**config.mk**
```make
export PLATFORM = sky130hd
export DESIGN_NAME = multi_channel_blink_pattern_sequencer_core
export DESIGN_NICKNAME = d
export VERILOG_FILES = /design/src/rtl/mcbps_pkg.sv /design/src/rtl/mcbps_channel.sv /design/src/rtl/multi_channel_blink_pattern_sequencer_core.sv
export SDC_FILE = /design/constraint.sdc
export NUM_CORES = 1
export LEC_CHECK = 0
export BUFFER_PORTS_ARGS = -buffer_cell sky130_fd_sc_hd__buf_4
export CELL_PAD_IN_SITES_DETAIL_PLACEMENT = 0
export CELL_PAD_IN_SITES_GLOBAL_PLACEMENT = 1
export CORE_UTILIZATION = 55
export CTS_CLUSTER_DIAMETER = 30
export DETAILED_ROUTE_END_ITERATION = 8
export GPL_ROUTABILITY_DRIVEN = 0
export PLACE_DENSITY = 0.87
export SETUP_SLACK_MARGIN = 0.02
export SLEW_MARGIN = 20
export SYNTH_ARGS = -nofsm -noshare
export SYNTH_HDL_FRONTEND = slang
export SYNTH_HIERARCHICAL = 1
export SYNTH_SLANG_ARGS = --single-unit
```
**constraint.sdc**
```tcl
create_clock -name clk_i -period 7.4 [get_ports clk_i]
set_clock_uncertainty 0.05 [all_clocks]
set_input_delay 0.37 -clock clk_i [delete_from_list [all_inputs] [get_ports clk_i]]
set_output_delay 0.37 -clock clk_i [all_outputs]
set_load 0.01 [all_outputs]
```
**src/rtl/mcbps_pkg.sv**
```systemverilog
// ----------------------------------------------------------------------------
// Blink pattern sequencer package
// Shared widths, request codes and the per-channel control and status types.
// ----------------------------------------------------------------------------
package mcbps_pkg;

  // Configuration of the sequencer.
  localparam int unsigned CHANNELS    = 5;
  localparam int unsigned PATTERN_MAX = 32;
  localparam int unsigned COUNT_WIDTH = 16;

  // Field widths of the request and result items.
  localparam int unsigned REQ_W    = 1;
  localparam int unsigned CH_W     = 3;
  localparam int unsigned CNT_IN_W = 16;
  localparam int unsigned PAT_W    = 32;
  localparam int unsigned LEN_IN_W = 6;
  localparam int unsigned OUT_W    = 5;

  // Stored length and step position must hold values up to PATTERN_MAX.
  localparam int unsigned LEN_W = $clog2(PATTERN_MAX + 1);

  // Request type codes.
  localparam logic [REQ_W-1:0] REQ_TICK = 1'b0;
  localparam logic [REQ_W-1:0] REQ_LOAD = 1'b1;

  // Per-channel strobes from the top level.
  typedef struct packed {
    logic tick;
    logic load;
  } mcbps_ctrl_t;

  // Per-channel state after the current request.
  typedef struct packed {
    logic lamp;
    logic active;
  } mcbps_stat_t;

endpackage

```
**src/rtl/mcbps_channel.sv**
```systemverilog
// ----------------------------------------------------------------------------
// Blink pattern channel
// Holds one channel's pattern, length, step position, repeat count and lamp,
// and updates them on a tick or load strobe.
// ----------------------------------------------------------------------------
module mcbps_channel (
  input  logic                              clk_i,
  input  logic                              rst_ni,
  input  mcbps_pkg::mcbps_ctrl_t            ctrl_i,
  input  logic [mcbps_pkg::PAT_W-1:0]       pattern_i,
  input  logic [mcbps_pkg::LEN_W-1:0]       length_i,
  input  logic [mcbps_pkg::COUNT_WIDTH-1:0] count_i,
  output mcbps_pkg::mcbps_stat_t            stat_o
);
  import mcbps_pkg::*;

  logic [PAT_W-1:0]       pattern_q, pattern_d;
  logic [LEN_W-1:0]       len_q, len_d;
  logic [LEN_W-1:0]       pos_q, pos_d;
  logic [COUNT_WIDTH-1:0] rep_q, rep_d;
  logic                   lamp_q, lamp_d;
  logic [PAT_W-1:0]       pattern_shift;

  // Steps beyond the stored pattern width shift out to zero and read as off.
  assign pattern_shift = pattern_q >> pos_q;

  // Next state for a load or a tick.
  always_comb begin
    pattern_d = pattern_q;
    len_d     = len_q;
    pos_d     = pos_q;
    rep_d     = rep_q;
    lamp_d    = lamp_q;
    if (ctrl_i.load) begin
      pattern_d = pattern_i;
      len_d     = length_i;
      rep_d     = count_i;
      pos_d     = '0;
    end else if (ctrl_i.tick && (rep_q != '0)) begin
      if (pos_q >= len_q) begin
        // End of the pattern: lamp off, rewind and count one repetition.
        pos_d  = '0;
        rep_d  = rep_q - 1'b1;
        lamp_d = 1'b0;
      end else begin
        lamp_d = pattern_shift[0];
        pos_d  = pos_q + 1'b1;
      end
    end
  end

  // Channel state registers.
  always_ff @(posedge clk_i or negedge rst_ni) begin
    if (!rst_ni) begin
      pattern_q <= '0;
      len_q     <= '0;
      pos_q     <= '0;
      rep_q     <= '0;
      lamp_q    <= 1'b0;
    end else begin
      pattern_q <= pattern_d;
      len_q     <= len_d;
      pos_q     <= pos_d;
      rep_q     <= rep_d;
      lamp_q    <= lamp_d;
    end
  end

  assign stat_o.lamp   = lamp_d;
  assign stat_o.active = (rep_d != '0);

endmodule

```
**src/rtl/multi_channel_blink_pattern_sequencer_core.sv**
```systemverilog
// ----------------------------------------------------------------------------
// Multi-channel blink pattern sequencer
// Plays stored on/off patterns on five lamp outputs, advanced by tick requests.
// ----------------------------------------------------------------------------
// A request is held in the request register and its result in the result
// register. Throughput: one request per cycle unless the output stalls; the two
// registers let a new request enter while a finished result waits to be taken.
// Reset: asynchronous, active low; clears all patterns, lengths, positions,
// repeat counts and lamps, and empties both registers.
module multi_channel_blink_pattern_sequencer_core (
  input  logic                           clk_i,
  input  logic                           rst_ni,
  input  logic                           in_valid_i,
  output logic                           in_stall_o,
  input  logic [mcbps_pkg::REQ_W-1:0]    req_type_i,
  input  logic [mcbps_pkg::CH_W-1:0]     channel_i,
  input  logic [mcbps_pkg::CNT_IN_W-1:0] repeat_count_i,
  input  logic [mcbps_pkg::PAT_W-1:0]    pattern_bits_i,
  input  logic [mcbps_pkg::LEN_IN_W-1:0] pattern_length_i,
  output logic                           out_valid_o,
  input  logic                           out_stall_i,
  output logic [mcbps_pkg::OUT_W-1:0]    lamp_states_o,
  output logic [mcbps_pkg::OUT_W-1:0]    active_mask_o
);
  import mcbps_pkg::*;

  logic                in_valid_q;
  logic [REQ_W-1:0]    req_q;
  logic [CH_W-1:0]     channel_q;
  logic [CNT_IN_W-1:0] count_q;
  logic [PAT_W-1:0]    pattern_q;
  logic [LEN_IN_W-1:0] length_q;

  logic                out_valid_q;
  logic [OUT_W-1:0]    lamp_q;
  logic [OUT_W-1:0]    active_q;

  logic                out_ready;
  logic                advance;
  logic                in_accept;
  logic [LEN_W-1:0]    len_sat;
  logic [CHANNELS-1:0] lamp_vec;
  logic [CHANNELS-1:0] active_vec;

  // Handshake: the request register moves on whenever the result register
  // is empty or its result is being taken.
  assign out_ready  = !out_valid_q || !out_stall_i;
  assign advance    = in_valid_q && out_ready;
  assign in_stall_o = in_valid_q && !out_ready;
  assign in_accept  = in_valid_i && !in_stall_o;

  // Request register.
  always_ff @(posedge clk_i or negedge rst_ni) begin
    if (!rst_ni) begin
      in_valid_q <= 1'b0;
    end else if (in_accept) begin
      in_valid_q <= 1'b1;
    end else if (advance) begin
      in_valid_q <= 1'b0;
    end
  end

  always_ff @(posedge clk_i) begin
    if (in_accept) begin
      req_q     <= req_type_i;
      channel_q <= channel_i;
      count_q   <= repeat_count_i;
      pattern_q <= pattern_bits_i;
      length_q  <= pattern_length_i;
    end
  end

  // Lengths above the pattern capacity saturate.
  assign len_sat = (int'(length_q) > int'(PATTERN_MAX)) ? LEN_W'(PATTERN_MAX)
                                                        : LEN_W'(length_q);

  // One channel instance per output; loads to channels out of range match none.
  for (genvar i = 0; i < CHANNELS; i++) begin : g_chan
    mcbps_ctrl_t ctrl;
    mcbps_stat_t stat;

    assign ctrl.tick = advance && (req_q == REQ_TICK);
    assign ctrl.load = advance && (req_q == REQ_LOAD) && (int'(channel_q) == i);

    mcbps_channel u_channel (
      .clk_i     (clk_i),
      .rst_ni    (rst_ni),
      .ctrl_i    (ctrl),
      .pattern_i (pattern_q),
      .length_i  (len_sat),
      .count_i   (COUNT_WIDTH'(count_q)),
      .stat_o    (stat)
    );

    assign lamp_vec[i]   = stat.lamp;
    assign active_vec[i] = stat.active;
  end

  // Result register.
  always_ff @(posedge clk_i or negedge rst_ni) begin
    if (!rst_ni) begin
      out_valid_q <= 1'b0;
    end else if (out_ready) begin
      out_valid_q <= advance;
    end
  end

  always_ff @(posedge clk_i) begin
    if (advance) begin
      lamp_q   <= OUT_W'(lamp_vec);
      active_q <= OUT_W'(active_vec);
    end
  end

  assign out_valid_o   = out_valid_q;
  assign lamp_states_o = lamp_q;
  assign active_mask_o = active_q;

endmodule

```
Word-level counts from Yosys, hierarchy flattened
Cells that the tools add are included.
{"block": "op_classes", "add_sub_neg": 10, "n_lt_le_gt_ge": 6, "eq_ne": 4, "n_shift": 5, "muxes": 48, "n_bitwise": 1, "n_reduce_logical": 37}
{"cell": "$mux W16", "count": 15}
{"cell": "$reduce_bool A16 Y1", "count": 10}
{"cell": "$shr A32 B6 Y1", "count": 5}
{"cell": "$mux W6", "count": 16}
{"cell": "$sub A16 B1 Y16 const B", "count": 5}
{"cell": "$add A6 B1 Y6 const B", "count": 5}
{"cell": "$ge A6 B6 Y1", "count": 5}
{"cell": "$mux W1", "count": 17}
{"cell": "$logic_and A1 B1 Y1", "count": 15}
{"cell": "$reduce_bool A2 Y1", "count": 6}
{"cell": "$eq A3 B3 Y1 const B", "count": 3}
{"cell": "$gt A6 B6 Y1 const B", "count": 1}
{"cell": "$logic_not A1 Y1", "count": 4}
{"cell": "$eq A3 B2 Y1 const B", "count": 1}
{"cell": "$logic_not A3 Y1", "count": 1}
{"cell": "$logic_or A1 B1 Y1", "count": 1}
{"cell": "$not A1 Y1", "count": 1}
{"block": "word_totals", "regBits": 375, "input_bits": 62, "output_inout_bits": 12, "wordCells": 145}

Logic depth before layout (Yosys ltp)
{"block": "depth", "ltp_word": 8, "mapped_depth": 12, "ltp_nobuf": 10}

Cells and area by module
Netlist, hierarchy kept.
{"mod": "mcbps_channel (g_chan[0].u_channel ...)", "instances": 3, "cells_per_inst": 274, "area_each_um2": 3190.6, "seq_area_each_um2": 1526.5}
{"mod": "mcbps_channel (g_chan[3].u_channel ...)", "instances": 2, "cells_per_inst": 277, "area_each_um2": 3188.1, "seq_area_each_um2": 1526.5}
{"mod": "multi_channel_blink_pattern_sequencer_core", "instances": 1, "cells_per_inst": 93, "area_each_um2": 2247.2, "seq_area_each_um2": 2092.0}

Least setup slack after synthesis
Ideal clock, no wire load.
{"block": "synth_timing", "path_type": "register to register", "start": "register out_valid_q (netlist: out_valid_o)", "end": "register active_q[0] (netlist: active_mask_o[0]) (data pin)", "arrival_ns": 3.087, "required_time_ns": 7.083, "slack_ns": 3.995, "path_stages_with_launch": 10, "n_path_buf": 0, "synth_period_minus_slack_ns": 3.405, "cell_sequence": "dfrtp_1 > a21bo_4 > nor2_1 > nand2_1 > or4_4 > o31ai_2 > a31oi_1 > or3_1 > nor4_2 > nand3_1"}
{"item": "start, declared", "line_no": "multi_channel_blink_pattern_sequencer_core.sv:34", "text": "logic out_valid_q;"}
{"item": "start signal, assigned", "line_no": "multi_channel_blink_pattern_sequencer_core.sv:104", "text": "out_valid_q <= advance;"}
{"item": "end signal, assigned", "line_no": "multi_channel_blink_pattern_sequencer_core.sv:111", "text": "active_q <= OUT_W'(active_vec);"}
{"item": "end, declared", "line_no": "multi_channel_blink_pattern_sequencer_core.sv:36", "text": "logic [OUT_W-1:0] active_q;"}

==> out/summary.md <==
The flow ran to the end, and the final reports show no timing, DRC or antenna violations. In this run the cell area of the synthesized design comes to 18190 um2. The site row count was 66. The overall die height came out at 183.9 um.

Kind of start point of the critical path: a flip-flop. Counting flops with an async set or reset pin after synthesis yields a share of 81.87%. For this run, the top clock speed supported by timing is 278.8 MHz. For the residual DRC count, the log shows 0. Number of gates resized after CTS: 0. The synthesized design contains 375 register bits. In this run the worst hold path is classified as input pin to async pin.

Dividing the detail-routed via count by the number of cells gives 5.992. The proportion of layout cells with a drive suffix above 1 was 29.15%. The number of nets handed over by synthesis was 1576. The tools report the TritonCTS buffer count as 78.

Yosys attributes the largest share of cell area to sky130_fd_sc_hd__dfrtp_1 42%, sky130_fd_sc_hd__edfxtp_1 11%, sky130_fd_sc_hd__mux2_2 11%. The first TritonRoute pass finished after 5 iterations. 0 antenna diodes ended up in the layout.

The yosys synthesis warning count is 6. The commonest cells after synthesis are 307 x sky130_fd_sc_hd__dfrtp_1, 177 x sky130_fd_sc_hd__mux2_2, 132 x sky130_fd_sc_hd__nand2_1. Entering global routing, the biggest net connects 128 pins. Clock-pin slew of the registers on the worst-case setup and hold paths: 0.04 ns. A synthesized cell averages 12.39 um2. Setup repair after global routing left no endpoint under its margin. The tool flagged a number of max-cap violations equal to 0. After synthesis, flip-flops and latches occupy 53.45% of the total area. The clock drives 375 sinks. Summed over all cells, the static leakage comes to 9.199 nW.

The clock network accounts for 41.6% of the total power. The start point of the critical path is g_chan[2].u_channel/pos_q[0]$_DFFE_PN0P_. Of the total synthesized cell area, the portion taken by full adders, half adders and majority gates is 3.094%.

Among all cell types in the netlist, the one instantiated most often is sky130_fd_sc_hd__dfrtp_1. The worst setup path is captured at a flip-flop. The number of violations reported at the end of detailed-routing iteration 0 was 1055; the setup slack on the worst flop-to-flop path was 3.81 ns. Counting tap cells, the placed design contains a total of 1932 instances.

The top fanout value on the critical path was 13. For the worst flop-to-flop path, the logic depth is 10. The remaining antenna violation count was 0; the total negative slack for setup checks was 0 ns.

Number of max-slew violations in the final report: 0. The power per cell area was 382.1 nW/um2. The logs give 20.9% for the share of power burned in combinational logic and 61 for the number of hold buffers added after CTS.

The layout has 2261 filler cells. The endpoint of the most critical setup path was active_mask_o[2]$_DFFE_PN_. Of the total power, the share spent switching nets is 29.51%.

The worst register-to-register path ends at active_mask_o[2]$_DFFE_PN_. The logs give 0 for the post-CTS setup-driven buffer insertion count and 28640 um for the post-detailed-placement half-perimeter wirelength. For the pin with the worst max-slew slack, the measured transition is 0.9167 ns. TritonCTS built the clock tree. The worst path uses 48.47% of the clock period. The die covers 33810 um2. Start-to-end type of the worst setup path: flip-flop to flip-flop. The worst register-to-register path begins at g_chan[2].u_channel/pos_q[0]$_DFFE_PN0P_. The region available for standard cell placement spans 32540 um2. For the initial antenna violation count, the log shows 1. The time the worst path needs with I/O delays and setup was 3.586 ns.

Relative to the synthesized area, the layout overhead comes to 23.18%. The fraction of synthesized cell area taken by the top area cell type was 42.22%. The tools report the gate count after technology mapping as 1469. The sequential cell fraction of total power was 37.5%; the internal power summed over all cells was 0.006037 W. The initial core utilization came out at 55.92%. CTS root buffer: sky130_fd_sc_hd__clkbuf_16. The logs give 7955 um2 for the footprint of the multi-input gates and 2133 for the non-filler instance count after layout.

Counting along the longest clock path gives a buffer depth of 3. By area, the combinational part of the netlist is dominated by multiplexers. In this run, synthesis inferred 68 flip-flops with an integrated enable. The synthesized netlist devotes 7.461% of its cell area to compound gates. After Yosys synthesis, XOR and XNOR cells account for 2.792% of the synthesized area.

sky130_fd_sc_hd__dfrtp_1 takes more of the synthesized area than any other cell. The worst hold margin is 0.4290 ns. The total wire length was 46610 um. The detailed-route wire length per cell works out to 21.85 um. For this block, the via count after detailed routing is 12781. The total setup violations reported at the end of the flow is 0. For the later-pin clock latency in the skew report, the log shows 0.57 ns. The final count of hold timing violations is 0, and the count of buffers from port buffering is 73. Of the post-synthesis cell area, the part taken by muxes is 17.58%.

In the synthesized netlist the dominant register cell turns out to be sky130_fd_sc_hd__dfrtp_1. The H-tree was split into 3 levels. The die is 183.9 um wide.

Across the whole layout, storage elements account for 9724 um2. The worst-case IR drop observed on VDD is 256.3 uV. The overall overflow remaining after global route was 0; the number of distinct library cells after synthesis was 65.

The analysis attributes to net switching a power of 0.002527 W. The worst relative slew slack is 38.89%, and the number of top-level pins is 74. The run gives 74710 um as the global-route wire length before repair. For this run, the post-layout net count is 1738. For the data arrival at the endpoint of the critical path, the log shows 3.83 ns. The synthesized netlist devotes 12.58% of its cell area to simple gates. The logs give 7.65 ns for the data required time of the worst path and 13522 for the number of global-route vias before repair. For the overall fraction of global-route tracks in use, the log shows 29.06%.
## metrics by stage
stage          util (%)  worst slack (ns)  power [W]  instance area, um2
2_1_floorplan         -             3.995   0.004364               18200
3_3_place_gp      58.71             4.030   0.004862               19100
3_5_place_dp      58.71             3.914   0.004936               19100
4_1_cts           68.89             3.819   0.008590               22410
5_1_grt           68.89             3.396   0.008965               22410
6_report          68.89             3.814   0.008564               22410
## per-layer routing
metal,vias to the layer above,part of all wire [%],global-route usage [%]
met4,0,4.2,14.30
met2,461,49,47.48
li1,5776,-,-
met1,6410,41,37.48
met5,-,0,0
met3,134,5.5,5.250
## worst max-delay path, stage by stage, from the launching register on
cell	delay, ns
sky130_fd_sc_hd__dfrtp_1	0.93
sky130_fd_sc_hd__inv_1	0.11
sky130_fd_sc_hd__ha_1	0.30
sky130_fd_sc_hd__nand2b_1	0.09
sky130_fd_sc_hd__a21oi_1	0.09
sky130_fd_sc_hd__o221ai_1	0.59
sky130_fd_sc_hd__nand2_1	0.14
sky130_fd_sc_hd__o311ai_0	0.41
sky130_fd_sc_hd__nand4_1	0.21
sky130_fd_sc_hd__nor4_2	0.28
sky130_fd_sc_hd__nand3_1	0.11
## sequential cells by signal (all words and copies together), names as in the netlist
| name | count |
|---|---|
| g_chan.u_channel/pattern_q | 160 |
| pattern_q | 32 |
| g_chan.u_channel/pos_q | 30 |
| g_chan.u_channel/rep_q | 80 |
| req_q | 1 |
| active_mask_o | 5 |
| channel_q | 3 |
| lamp_states_o | 5 |
| count_q | 16 |
| in_valid_q | 1 |
| length_q | 6 |
| g_chan.u_channel/lamp_q | 5 |
| g_chan.u_channel/len_q | 30 |
| out_valid_o | 1 |
## layout by cell type, fill, tap and decap left out, types with 14 or more instances in the layout
cell and n:
sky130_fd_sc_hd__dfrtp_1 307, sky130_fd_sc_hd__mux2_2 177, sky130_fd_sc_hd__nand2_1 132, sky130_fd_sc_hd__o21ai_0 94
sky130_fd_sc_hd__buf_4 82, sky130_fd_sc_hd__clkbuf_16 80, sky130_fd_sc_hd__edfxtp_1 68, sky130_fd_sc_hd__dlygate4sd3_1 61
sky130_fd_sc_hd__nor2_1 54, sky130_fd_sc_hd__inv_1 52, sky130_fd_sc_hd__mux4_2 50, sky130_fd_sc_hd__ha_1 45
sky130_fd_sc_hd__nand3_1 41, sky130_fd_sc_hd__xor2_1 31, sky130_fd_sc_hd__a21oi_1 30, sky130_fd_sc_hd__nor3_1 28
sky130_fd_sc_hd__xnor2_1 27, sky130_fd_sc_hd__o21ai_1 24, sky130_fd_sc_hd__nor4_1 22, sky130_fd_sc_hd__clkbuf_1 18
sky130_fd_sc_hd__nand4_1 17, sky130_fd_sc_hd__nor2b_1 16, sky130_fd_sc_hd__nand2b_1 14, sky130_fd_sc_hd__a31oi_1 14
## cells by family (layout without fill, tap and decap cells)
group / after synthesis / after routing
and+or+nand+nor: 416 / 416
DFF: 375 / 375
muxes: 235 / 235
AOI/OAI and AO/OA: 219 / 219
buffers and inverters: 121 / 343
xor gates and xnor gates: 58 / 58
adders and majority gates: 45 / 45
## worst min-delay path by stage
stage | slack, ns | to | cells after the start | startpoint
floorplan | 0.02 | g_chan[0].u_channel/lamp_q$_DFF_PN0_ | 0 | rst_ni
global placement | 0.42 | g_chan[3].u_channel/lamp_q$_DFF_PN0_ | 2 | g_chan[3].u_channel/lamp_q$_DFF_PN0_
detailed placement | 0.42 | g_chan[3].u_channel/lamp_q$_DFF_PN0_ | 2 | g_chan[3].u_channel/lamp_q$_DFF_PN0_
CTS | 0.43 | g_chan[3].u_channel/lamp_q$_DFF_PN0_ | 2 | g_chan[3].u_channel/lamp_q$_DFF_PN0_
global route | 0.44 | length_q[0]$_DFFE_PP_ | 2 | pattern_length_i[0]
finish | 0.43 | g_chan[1].u_channel/rep_q[15]$_DFF_PN0_ | 2 | rst_ni
## power groups by stage
stage	clock, W	combinational [W]	sequential, W
after floorplan	0	0.00142	0.00295
after global placement	0	0.00168	0.00318
after detailed placement	0	0.00173	0.00321
after CTS	0.00361	0.00178	0.00320
after global routing	0.00372	0.00196	0.00328
final	0.00356	0.00179	0.00321
## final cells by class
cell class | instances | share of cell area (%)
clock buffers | 106 | 9.725
clock inverters | 34 | 2.328
inverters | 58 | 0.9714
multi-input cells | 973 | 35.49
flip-flops and latches | 375 | 43.39
well taps | 442 | 2.467
repair buffers | 145 | 5.627
Power figures use the tool's default switching activity.
